[src/hw/rtl/hpd_pkg.sv]
// Shared types and constants for the hot pixel detector.
`default_nettype none

package hpd_pkg;

    localparam int SAMP_W    = 16;  // width of one input sample field
    localparam int FW_W      = 13;  // frame_width register
    localparam int ROW_W     = 16;  // row counter and frame_height register
    localparam int PCOL_W    = 12;  // reported column
    localparam int THR_W     = 8;   // threshold_eighths register
    localparam int CFG_W     = 16;  // configuration write data
    localparam int CFG_IDX_W = 2;   // configuration register index

    typedef enum logic [CFG_IDX_W-1:0] {
        CFG_FRAME_WIDTH   = 2'd0,
        CFG_FRAME_HEIGHT  = 2'd1,
        CFG_THREE_CHANNEL = 2'd2,
        CFG_THRESHOLD     = 2'd3
    } t_cfg_idx;

    typedef struct packed {
        logic [SAMP_W-1:0] sample_a;
        logic [SAMP_W-1:0] sample_b;
        logic [SAMP_W-1:0] sample_c;
        logic              frame_start;
    } t_hpd_in;

    typedef struct packed {
        logic              is_hot;
        logic [PCOL_W-1:0] pixel_col;
        logic [ROW_W-1:0]  pixel_row;
        logic              judged;
        logic              frame_done;
    } t_hpd_out;

    // Per-word bookkeeping that travels down the pipeline beside the data.
    typedef struct packed {
        logic              judged;
        logic              frame_done;
        logic [PCOL_W-1:0] col;
        logic [ROW_W-1:0]  row;
    } t_hpd_tag;

endpackage

`default_nettype wire

[src/hw/rtl/hpd_merge.sv]
// Combines the lane verdicts for the selected mode and holds the result word for the sink.
`default_nettype none

module hpd_merge import hpd_pkg::*; (
    input  logic      i_clk,
    input  logic      i_rst_n,
    input  logic      i_en,
    input  logic      i_valid,
    input  t_hpd_tag  i_tag,
    input  logic [2:0] i_hot,
    input  logic      i_three_ch,
    output logic      o_valid,
    output t_hpd_out  o_res
);

    logic     r_valid;
    t_hpd_out r_res;
    logic     hot_any;

    // Mosaic mode uses lane 0 alone; three-channel mode flags any channel.
    assign hot_any = i_three_ch ? (|i_hot) : i_hot[0];

    always_ff @(posedge i_clk) begin
        if (!i_rst_n) begin
            r_valid <= 1'b0;
        end else if (i_en) begin
            r_valid <= i_valid;
        end
    end

    always_ff @(posedge i_clk) begin
        if (i_en) begin
            r_res.is_hot     <= i_tag.judged && hot_any;
            r_res.pixel_col  <= i_tag.col;
            r_res.pixel_row  <= i_tag.row;
            r_res.judged     <= i_tag.judged;
            r_res.frame_done <= i_tag.frame_done;
        end
    end

    assign o_valid = r_valid;
    assign o_res   = r_res;

endmodule

`default_nettype wire

[config.mk]
export PLATFORM = sky130hd
export DESIGN_NAME = hpd_merge
export DESIGN_NICKNAME = d
export VERILOG_FILES = /design/src/hw/rtl/hpd_pkg.sv /design/src/hw/rtl/hpd_merge.sv
export SDC_FILE = /design/constraint.sdc
export NUM_CORES = 1
export LEC_CHECK = 0
export BUFFER_PORTS_ARGS = -buffer_cell sky130_fd_sc_hd__buf_2
export CAP_MARGIN = 20
export CORE_MARGIN = 2
export CORE_UTILIZATION = 42
export DETAILED_ROUTE_END_ITERATION = 12
export GPL_TIMING_DRIVEN = 0
export PLACE_DENSITY = 0.86
export SLEW_MARGIN = 20
export SYNTH_ARGS = -nofsm -noshare
export SYNTH_HDL_FRONTEND = slang
export SYNTH_SLANG_ARGS = --single-unit
[constraint.sdc]
create_clock -name i_clk -period 0.8 [get_ports i_clk]
set_input_delay 0.08 -clock i_clk [delete_from_list [all_inputs] [get_ports i_clk]]
set_output_delay 0.08 -clock i_clk [all_outputs]
set_load 0.1 [all_outputs]
# Word-level counts from Yosys, hierarchy flattened
# Cells that the tools add are included.
dict set report op_classes {
  muxes 1
  reduce_logical 2
}
# operator count
set ops {}
lappend ops {{OR reduction 3 bit} 1}
lappend ops {{logical AND 1 bit} 1}
lappend ops {{two-way mux 1 bit} 1}
dict set report word_totals {
  register_bits 32
  input_bits 38
  output_inout_bits 32
  elab_cells 9
}

# Depth between registers and ports, before layout
dict set report logic_depth {
  depth_word 3
  depth_mapped 2
  depth_no_buf 2
}

# Worst setup path after synthesis
# No wires, ideal clock.
dict set report synth_timing {
  path_type {flip-flop to flip-flop}
  start {register, netlist name o_valid}
  end {register r_valid (netlist: o_valid)}
  setup_time_ps 67
  t_arrival_ps 1194
  t_required_ps 733
  slack_ps -461
  stages_incl_launch_ff 3
  n_path_buf 0
  period_less_slack_ps 1261
  cell_sequence {dfxtp_1 mux2i_1 nor2b_1}
}
# element line_no
set synth_rtl {}
lappend synth_rtl {{end signal: assignment} hpd_merge.sv:27} ;# r_valid <= i_valid;
lappend synth_rtl {{end: declaration} hpd_merge.sv:16} ;# logic r_valid;

# Final worst setup path
dict set report layout_timing {
  start {register r_res, in the netlist o_res[19]}
  end {output port o_res[19] (netlist name)}
}
# element line_no
set layout_rtl {}
lappend layout_rtl {{start: declaration} hpd_merge.sv:17} ;# t_hpd_out r_res;
lappend layout_rtl {{end: declaration} hpd_merge.sv:13} ;# output t_hpd_out o_res
# No word-level cell between the ends.

==> impl_results.md <==
- Outcome: finished with violations
- Failing checks: negative setup slack
- Mapped Nets: 75
- Worst path cell trace: buf_6
- MaxCap Viol Count: 0
- Die height: 52.3 um
- Port Buf Inserts: 69
- Largest net degree at the start of global routing: 33
- DR WL/cell: 17.0 um
- CORE AREA: 2210 sq um
- Buf+Inv Stages, Crit Path: 1
- Initial antenna violation count: 0
- Overflow after GRT: 0
- DRC viols: 0
- Fraction of layout cells with a size suffix above 1: 54.1%
- CP max FO: 1
- Reg clk slew, reported paths: 0.11 ns
- Vias in the first global route: 834
- ANT nets after route: 0
- WP data arrival: 0.98 ns
- Worst skew pair latency: 0.33 ns
- Placed inst area: 1360 sq um
- LEAKAGE: 0.841 nW
- Worst Reg-to-Reg Cells: 3
- Design Power: 0.00460 W
- H-tree levels: 2
- Worst Path Class, Setup: reg2out
- Post-synthesis sequential area ratio: 96.9%
- Mapped Cells: 37
- Syn avg cell area: 26.5 sq um
- Width of the die: 52.3 um
- CP required: 0.72 ns
- CP Capture Type: output pin
- Drt initial violations: 16
- Unrepaired setup endpoints after global routing: true
- Initial Util: 44.3%
- Synth-to-Final Area Change: 100%
- VDD IR-drop max: 0.00238 V
- Tot GR Track Use: 25.2%
- Total CTS buffers: 5
- Top cells by area, synth: edfxtp_1 95%, dfxtp_1 2.0%, mux2i_1 1.0%
- Logic depth of the worst path, buffers included: 1
- Vias per cell: 4.40
- Flops & latches, synth: 32
- Crit start category: register
- Post-synth cell types: 7
- Warnings, synthesis: 0
- Final Core Density: 88.9%
- Final Cycle Share: 132%
- Clk sinks: 32
- CTS tree: done
- Total Wirelength: 2960 um
- Slew margin rel.: 55.2%
- Final setup fails: 32
- Worst path max stage delay: 0.43 ns
- Post-synth top area cell: edfxtp_1
- Clk_skew: 0 ns
- Worst-margin pin slew: 0.671 ns
- Min setup slack post-route: -0.258 ns
- Drt pass-1 iters: 4
- HP Class: in2reg
- Synth Cell Area: 981 sq um
- Final design instance area without fill: 1970 sq um
- Clock period minus worst slack: 1.06 ns
- First-pass GRT wire length: 4380 um
- Hold Violations, Final: 0
- Slowest-stage cell, CP: edfxtp_1
- Via count: 765
- CP delay by family, top: flip-flops
- Routability cong.: 0.670
- Detail Placement HPWL: 1280 um
- Root buffer cell: clkbuf_4
- Setup TNS: -6.63 ns
- Row Count: 17
- IO Pins: 70
- Worst hold stages: 3
- Antenna fix cells: 0
- Nets: 183
- Die area: 2740 sq um
- Pins Over Slew Limit: 0
- CTS max path bufs: 2
- Power density cells: 2340 nW/um^2
- Post-synth top area share: 94.9%
- Maximum achievable frequency: 945 MHz
## final timing paths
path                    end  startpoint  slack [ns]
setup / recovery  o_res[19]   o_res[19]       -0.26
hold / removal      o_valid     i_valid        0.01
setup reg to reg    o_valid     o_valid        0.05
hold reg to reg     o_valid     o_valid        0.66
## cells in the mapped netlist
library cell	number
dfxtp_1	1
edfxtp_1	31
mux2i_1	1
nor2_1	1
nor2b_1	1
nor3_1	1
o21ai_0	1
## what timing repair did
item / 4_1_cts / 5_1_grt
pin swaps: 0 / 0
hold buffers: 31 / 0
hold endpoints to repair: 31 / 0
resized for setup: 66 / 3
endpoints found under the setup margin: 32 / 33
gates cloned: 0 / 0
buffers inserted: 0 / 1
## sequential cells by signal, summed over array words and instances (netlist names)
signal	cells
o_res	31
o_valid	1
## per-layer routing
metal | track usage (%) | routed length [um]
met5 | 0 | 0
met4 | 8.97 | 0
met1 | 27.6 | 1080
met2 | 41.0 | 1530
met3 | 13.7 | 350
## per-stage QoR
stage / std cells / setup WS [ns] / hold slack [ns]
after floorplan: 37 / -0.184 / 0.179
after global placement: 134 / -0.215 / 0.256
after detailed placement: 134 / -0.264 / 0.258
after CTS: 173 / -0.216 / 0.0146
after global routing: 174 / -0.292 / 0.0235
final: 174 / -0.258 / 0.0110
## cells by family (layout without fill, tap and decap cells)
family,after synthesis,after routing,synth area share (%)
compound gates,1,1,0.510
buf+inv,0,109,0
flops,32,32,96.9
mux,1,1,1.02
simple gates,3,3,1.53
## layout by cell type (no fill, tap or decap)
cell / synthesis / final
nor3_1: 1 / 1
buf_6: 0 / 32
nor2b_1: 1 / 1
dfxtp_2: 0 / 1
clkbuf_1: 0 / 1
clkbuf_8: 0 / 2
clkbuf_4: 0 / 5
buf_2: 0 / 37
nor2_1: 1 / 1
buf_12: 0 / 1
dlygate4sd3_1: 0 / 31
o21ai_2: 0 / 1
mux2i_1: 1 / 1
edfxtp_1: 31 / 31
## final cells by class
cell class              instances  area (sq um)
well taps                      28          35.0
clock buffers                   8          68.8
fillers                        86           246
multi-input cells               5          33.8
flip-flops and latches         32           952
repair buffers                101           876
## where the power goes
part / switching (W) / leakage [nW] / internal (W)
clock network: 0.000527 / 0.0386 / 0.000517
registers: 0.0000698 / 0.312 / 0.00199
logic: 0.00108 / 0.491 / 0.000416
total: 0.00168 / 0.841 / 0.00292
(Power assumes the default switching activity.)
