[config.mk]
export PLATFORM = sky130hd
export DESIGN_NAME = hpd_lane
export DESIGN_NICKNAME = d
export VERILOG_FILES = /design/src/hw/rtl/hpd_pkg.sv /design/src/hw/rtl/hpd_lane.sv
export SDC_FILE = /design/constraint.sdc
export NUM_CORES = 1
export LEC_CHECK = 0
export BUFFER_PORTS_ARGS = -buffer_cell sky130_fd_sc_hd__buf_2
export CELL_PAD_IN_SITES_DETAIL_PLACEMENT = 0
export CELL_PAD_IN_SITES_GLOBAL_PLACEMENT = 2
export CORE_MARGIN = 8
export CORE_UTILIZATION = 40
export CTS_CLUSTER_DIAMETER = 200
export DETAILED_ROUTE_END_ITERATION = 16
export HOLD_SLACK_MARGIN = 0.15
export PLACE_DENSITY_LB_ADDON = 0.1
export RECOVER_POWER = 25
export SYNTH_ARGS = -nofsm -noshare
export SYNTH_HDL_FRONTEND = slang
export SYNTH_SLANG_ARGS = --single-unit
[constraint.sdc]
create_clock -name i_clk -period 15.9 [get_ports i_clk]
set_input_delay 3.18 -clock i_clk [delete_from_list [all_inputs] [get_ports i_clk]]
set_output_delay 3.18 -clock i_clk [all_outputs]
set_load 0.005 [all_outputs]
[src/hw/rtl/hpd_pkg.sv]
// Shared types and constants for the hot pixel detector.
`default_nettype none

package hpd_pkg;

    localparam int SAMP_W    = 16;  // width of one input sample field
    localparam int FW_W      = 13;  // frame_width register
    localparam int ROW_W     = 16;  // row counter and frame_height register
    localparam int PCOL_W    = 12;  // reported column
    localparam int THR_W     = 8;   // threshold_eighths register
    localparam int CFG_W     = 16;  // configuration write data
    localparam int CFG_IDX_W = 2;   // configuration register index

    typedef enum logic [CFG_IDX_W-1:0] {
        CFG_FRAME_WIDTH   = 2'd0,
        CFG_FRAME_HEIGHT  = 2'd1,
        CFG_THREE_CHANNEL = 2'd2,
        CFG_THRESHOLD     = 2'd3
    } t_cfg_idx;

    typedef struct packed {
        logic [SAMP_W-1:0] sample_a;
        logic [SAMP_W-1:0] sample_b;
        logic [SAMP_W-1:0] sample_c;
        logic              frame_start;
    } t_hpd_in;

    typedef struct packed {
        logic              is_hot;
        logic [PCOL_W-1:0] pixel_col;
        logic [ROW_W-1:0]  pixel_row;
        logic              judged;
        logic              frame_done;
    } t_hpd_out;

    // Per-word bookkeeping that travels down the pipeline beside the data.
    typedef struct packed {
        logic              judged;
        logic              frame_done;
        logic [PCOL_W-1:0] col;
        logic [ROW_W-1:0]  row;
    } t_hpd_tag;

endpackage

`default_nettype wire

[src/hw/rtl/hpd_lane.sv]
// One judging lane: sums eight neighbors, then compares eight times the center with the scaled sum.
`default_nettype none

module hpd_lane import hpd_pkg::*; #(
    parameter int SW = 16
) (
    input  logic                 i_clk,
    input  logic                 i_en,
    input  logic [SW-1:0]        i_centre,
    input  logic [7:0][SW-1:0]   i_nb,
    input  logic [THR_W-1:0]     i_thr,
    output logic                 o_hot
);

    localparam int PW = SW + 3 + THR_W;

    logic [SW:0]   pair [4];
    logic [SW+1:0] quad [2];
    logic [SW+2:0] sum;
    logic [SW+2:0] r_sum;
    logic [SW-1:0] r_centre;
    logic [PW-1:0] prod;
    logic [PW-1:0] lhs;
    logic          r_hot;

    always_comb begin
        for (int k = 0; k < 4; k++) begin
            pair[k] = {1'b0, i_nb[2*k]} + {1'b0, i_nb[2*k+1]};
        end
        for (int k = 0; k < 2; k++) begin
            quad[k] = {1'b0, pair[2*k]} + {1'b0, pair[2*k+1]};
        end
        sum = {1'b0, quad[0]} + {1'b0, quad[1]};
    end

    assign prod = PW'(r_sum) * PW'(i_thr);
    assign lhs  = PW'({r_centre, 3'b000});

    always_ff @(posedge i_clk) begin
        if (i_en) begin
            r_sum    <= sum;
            r_centre <= i_centre;
            r_hot    <= (lhs > prod);
        end
    end

    assign o_hot = r_hot;

endmodule

`default_nettype wire

# After elaboration in Yosys (flattened, before gate mapping)
# Index checks and enable logic that the tools add are counted.
[op_classes]
addsub = 7
n_bitwise = 0
n_mul = 1
n_reduce_logical = 0
mux = 0
div = 0
shifts = 0
n_eq_ne = 0
order_cmp = 1
[op_table]
columns = ["cell", "n"]
rows = [
  ["$add 16x16->17", 4],
  ["$add 17x17->18", 2],
  ["$gt 19x27->1", 1],
  ["$mul 19x8->27", 1],
  ["$add 18x18->19", 1],
]
[word_totals]
mem_bits_ro = 0
memories = 0
input_bits = 154
output_inout_bits = 1
ff_bits = 36
elab_cells = 12
latchBits = 0
ram_bits = 0

# Longest topological paths before layout
[depth]
depth_word = 3
depth_mapped = 28
depth_no_buf = 27

# Worst setup path after synthesis
# Ideal clock, no wire load.
[synth_path]
path_kind = "input to register"
start = "input i_thr[7]"
end = "register r_hot, in the netlist o_hot, data pin"
required_time_ns = 15.751
path_slack_ns = 6.863
path_stages = 26
setup_time_ns = 0.149
path_buffers = 1
arrival_ns = 8.887
path_cell_list = "clkbuf_1 -> nand2_1 -> fa_1 -> fa_1 -> inv_1 -> fa_1 -> inv_1 -> fa_1 -> inv_1 -> ha_1 -> a2111oi_4 -> o21ai_2 -> a31oi_4 -> o21bai_1 -> a21oi_1 -> o21bai_1 -> xnor2_1 -> ha_1 -> nand4_1 -> nor3_1 -> a221o_1 -> nor3_1 -> a2111oi_0 -> and4b_1 -> o2111a_1 -> nor3b_2"
[synth_between]
elab_chain_cells = 2
[synth_rtl]
columns = ["item", "line_no", "text"]
rows = [
  ["start: declaration", "hpd_lane.sv:11", "input logic [THR_W-1:0] i_thr,"],
  ["$mul 19x8->27", "hpd_lane.sv:36", "assign prod = PW'(r_sum) * PW'(i_thr);"],
  ["$gt 19x27->1", "hpd_lane.sv:43", "r_hot <= (lhs > prod);"],
  ["end signal: assignment", "hpd_lane.sv:43", ""],
  ["end: declaration", "hpd_lane.sv:24", "logic r_hot;"],
]
# No other way between the ends.
# A chain may end at the register's enable or synchronous reset.

# Worst setup path in the final report
# Same ends and word-level chain as after synthesis.

==> impl_metrics.tcl <==
set metrics [dict create \
    gp_congestion 0.863 \
    post-route-period-util 0.588 \
    worstPathArrival_ns 9.47 \
    grt_pass1_wl_um 36300 \
    drv_slew 37 \
    pre_cts_slack_ns 6.28 \
    cts_sinks 36 \
    die_area_um2 28600 \
    drc 0 \
    fp-row-count 56 \
    drv_cap 1 \
    tightestPinTransition_ns 1.77 \
    post-dp-hpwl_um 18700 \
    drt_iter0_markers 194 \
    period_needed_ns 9.34 \
    synth_edf_count 36 \
    layout_commonest_cell "inv_1" \
    cts_buffers 5 \
    die_w_um 169 \
    fillCellCount 2314 \
    seq_area_frac_synth 0.115 \
    ys_types 60 \
    synthesis.area_um2 9360 \
    grt_max_degree 37 \
    dr.pass1.iters 4 \
    yosys_register_bits 36 \
    critPathLaunchType "input port" \
    postSynthAreaPerCell_um2 9.74 \
    ctsHtreeMaxLevel 2 \
    area_growth_pct 13.7 \
    grt-busiest-layer "met2" \
    ctsHoldBuffers 0 \
    grtUsageMet1 0.226 \
    netlist_instances 961 \
    core_region_area_um2 23200 \
    cp.required_ns 16.02 \
    via_count 6472 \
    cts_buffer_depth 2 \
    initial_core_util 0.404 \
    fmax_mhz 107 \
    wl_per_cell_um 14.5 \
    synth_nets 1394 \
    grt_use_met3 0.0263 \
    synth_flop_cell "edfxtp_1" \
    skew_ns 0.00323 \
    viasPerCell 4.53 \
    antennaDiodeCount 0 \
    setup_slack_ns 6.56 \
    ys_warn_count 0 \
    nets 1542 \
    status "finished with violations" \
    grt_util_all_layers 0.154 \
    die_h_um 169 \
    cts-root-buf "clkbuf_16" \
    portBuffers 154 \
    gr-total-overflow 0 \
    layout_common_cells "inv_1 (246), fa_1 (197), buf_2 (152)" \
    ant_nets 0 \
    worstPathMaxFanout 19 \
    rsz0062_at_grt "no" \
    io_pins 155 \
    globalRouteMet2Util 0.239 \
    ys_async_sr_fraction 0 \
    critPathKind "in2reg" \
    setup_viol 0 \
    cts_setup_buffers 0 \
    holdCritPathClass "reg2reg" \
    post_cts_resized 0 \
    violations "capacitance limit, slew limit" \
    clkLatencyLatePin_ns 0.27 \
    max_slew_margin -0.178 \
    tritoncts "built" \
    finalSetupTns_ns 0 \
    layout-drive-gt1-share 0.153 \
    crit_path_end_kind "flop" \
    grt_pass1_vias 7352 \
    antenna_found_initial 6 \
    path_clk_slew_ns 0.05 \
    wl_um 20700 \
    finalHoldViolCount 0 \
]
[cell usage after synthesis (2+ instances only)]
library cell,n,area share
a21o_1,12,0.0096
nor3_1,8,0.0043
nand4_1,3,0.0020
nand2b_1,7,0.0047
fa_1,197,0.42
nor2b_1,5,0.0033
xor2_1,11,0.010
xnor2_1,15,0.014
o21a_1,2,0.0016
a211oi_1,6,0.0048
mux2i_1,3,0.0032
nor2_1,22,0.0088
a211o_1,2,0.0019
and3_1,6,0.0040
o21ai_0,12,0.0064
o21bai_1,4,0.0032
o21ai_1,6,0.0032
clkbuf_1,12,0.0048
ha_1,82,0.11
a21boi_0,2,0.0016
inv_1,246,0.099
a31oi_1,4,0.0027
or3_1,4,0.0027
and2_1,104,0.069
nand2_1,75,0.030
nand3_1,11,0.0059
a21oi_1,32,0.017
edfxtp_1,36,0.12
[registers in the layout (all words and copies together) (netlist names)]
signal,cells
o_hot,1
r_centre,16
r_sum,19
[area by class of cell]
cell class / count / area [um2] / share of cell area
Clock inverter: 2 / 35.0 / 0.00329
Sequential cell: 36 / 1080 / 0.102
Inverter: 246 / 923 / 0.0867
Timing Repair Buffer: 154 / 768 / 0.0722
Multi-Input combinational cell: 666 / 7310 / 0.687
Clock buffer: 6 / 129 / 0.0121
Tap cell: 319 / 399 / 0.0375
[layer usage]
layer / vias up / wire (um)
met3: 18 / 936
met1: 3075 / 10500
met2: 123 / 8960
met4: 12 / 154
met5: - / 77
li1: 3244 / -
[kinds of logic after synthesis]
group,share of synthesized area
simple gates,0.145
mux,0.00441
compound gates,0.0764
buf+inv,0.104
xor+xnor,0.0243
fa+ha+maj,0.531
flops,0.115
[stage by stage]
step / util / std cells / hold slack (ns) / instance area [um2]
floorplan: - / 961 / 1.32 / 9360
global placement: 0.452 / 1421 / 1.56 / 10500
detailed placement: 0.452 / 1421 / 1.60 / 10500
CTS: 0.459 / 1429 / 1.62 / 10600
global route: 0.459 / 1429 / 1.74 / 10600
finish: 0.459 / 1429 / 1.61 / 10600
[final timing paths]
path | startpoint | endpoint | slack, ns | cells after the start
worst max-delay path | i_thr[7] | o_hot$_DFFE_PP_ | 6.56 | 26
worst min-delay path | r_centre[8]$_DFFE_PP_ | o_hot$_DFFE_PP_ | 1.61 | 8
worst max register to register | r_sum[0]$_DFFE_PP_ | o_hot$_DFFE_PP_ | 9.18 | 25
worst min register to register | r_centre[8]$_DFFE_PP_ | o_hot$_DFFE_PP_ | 1.61 | 8
[worst max-delay path, cell delays in order]
cell and delay, ns:
buf_2 0.26, nand2_1 0.13, fa_1 0.52, fa_1 0.54, inv_1 0.05, fa_1 0.54
inv_1 0.07, fa_1 0.54, inv_1 0.05, ha_1 0.37, a2111oi_4 0.38, o21ai_2 0.14
a31oi_4 0.27, o21bai_1 0.09, a21oi_1 0.22, o21bai_1 0.10, xnor2_1 0.13, ha_1 0.28
nand4_1 0.14, nor3_1 0.35, a221o_1 0.20, nor3_1 0.05, a2111oi_0 0.32, and4b_1 0.25
o2111a_1 0.17, nor3b_2 0.14
Power is not shown: default switching activity piles up to over one toggle a cycle in this logic, so the estimate is an artifact.
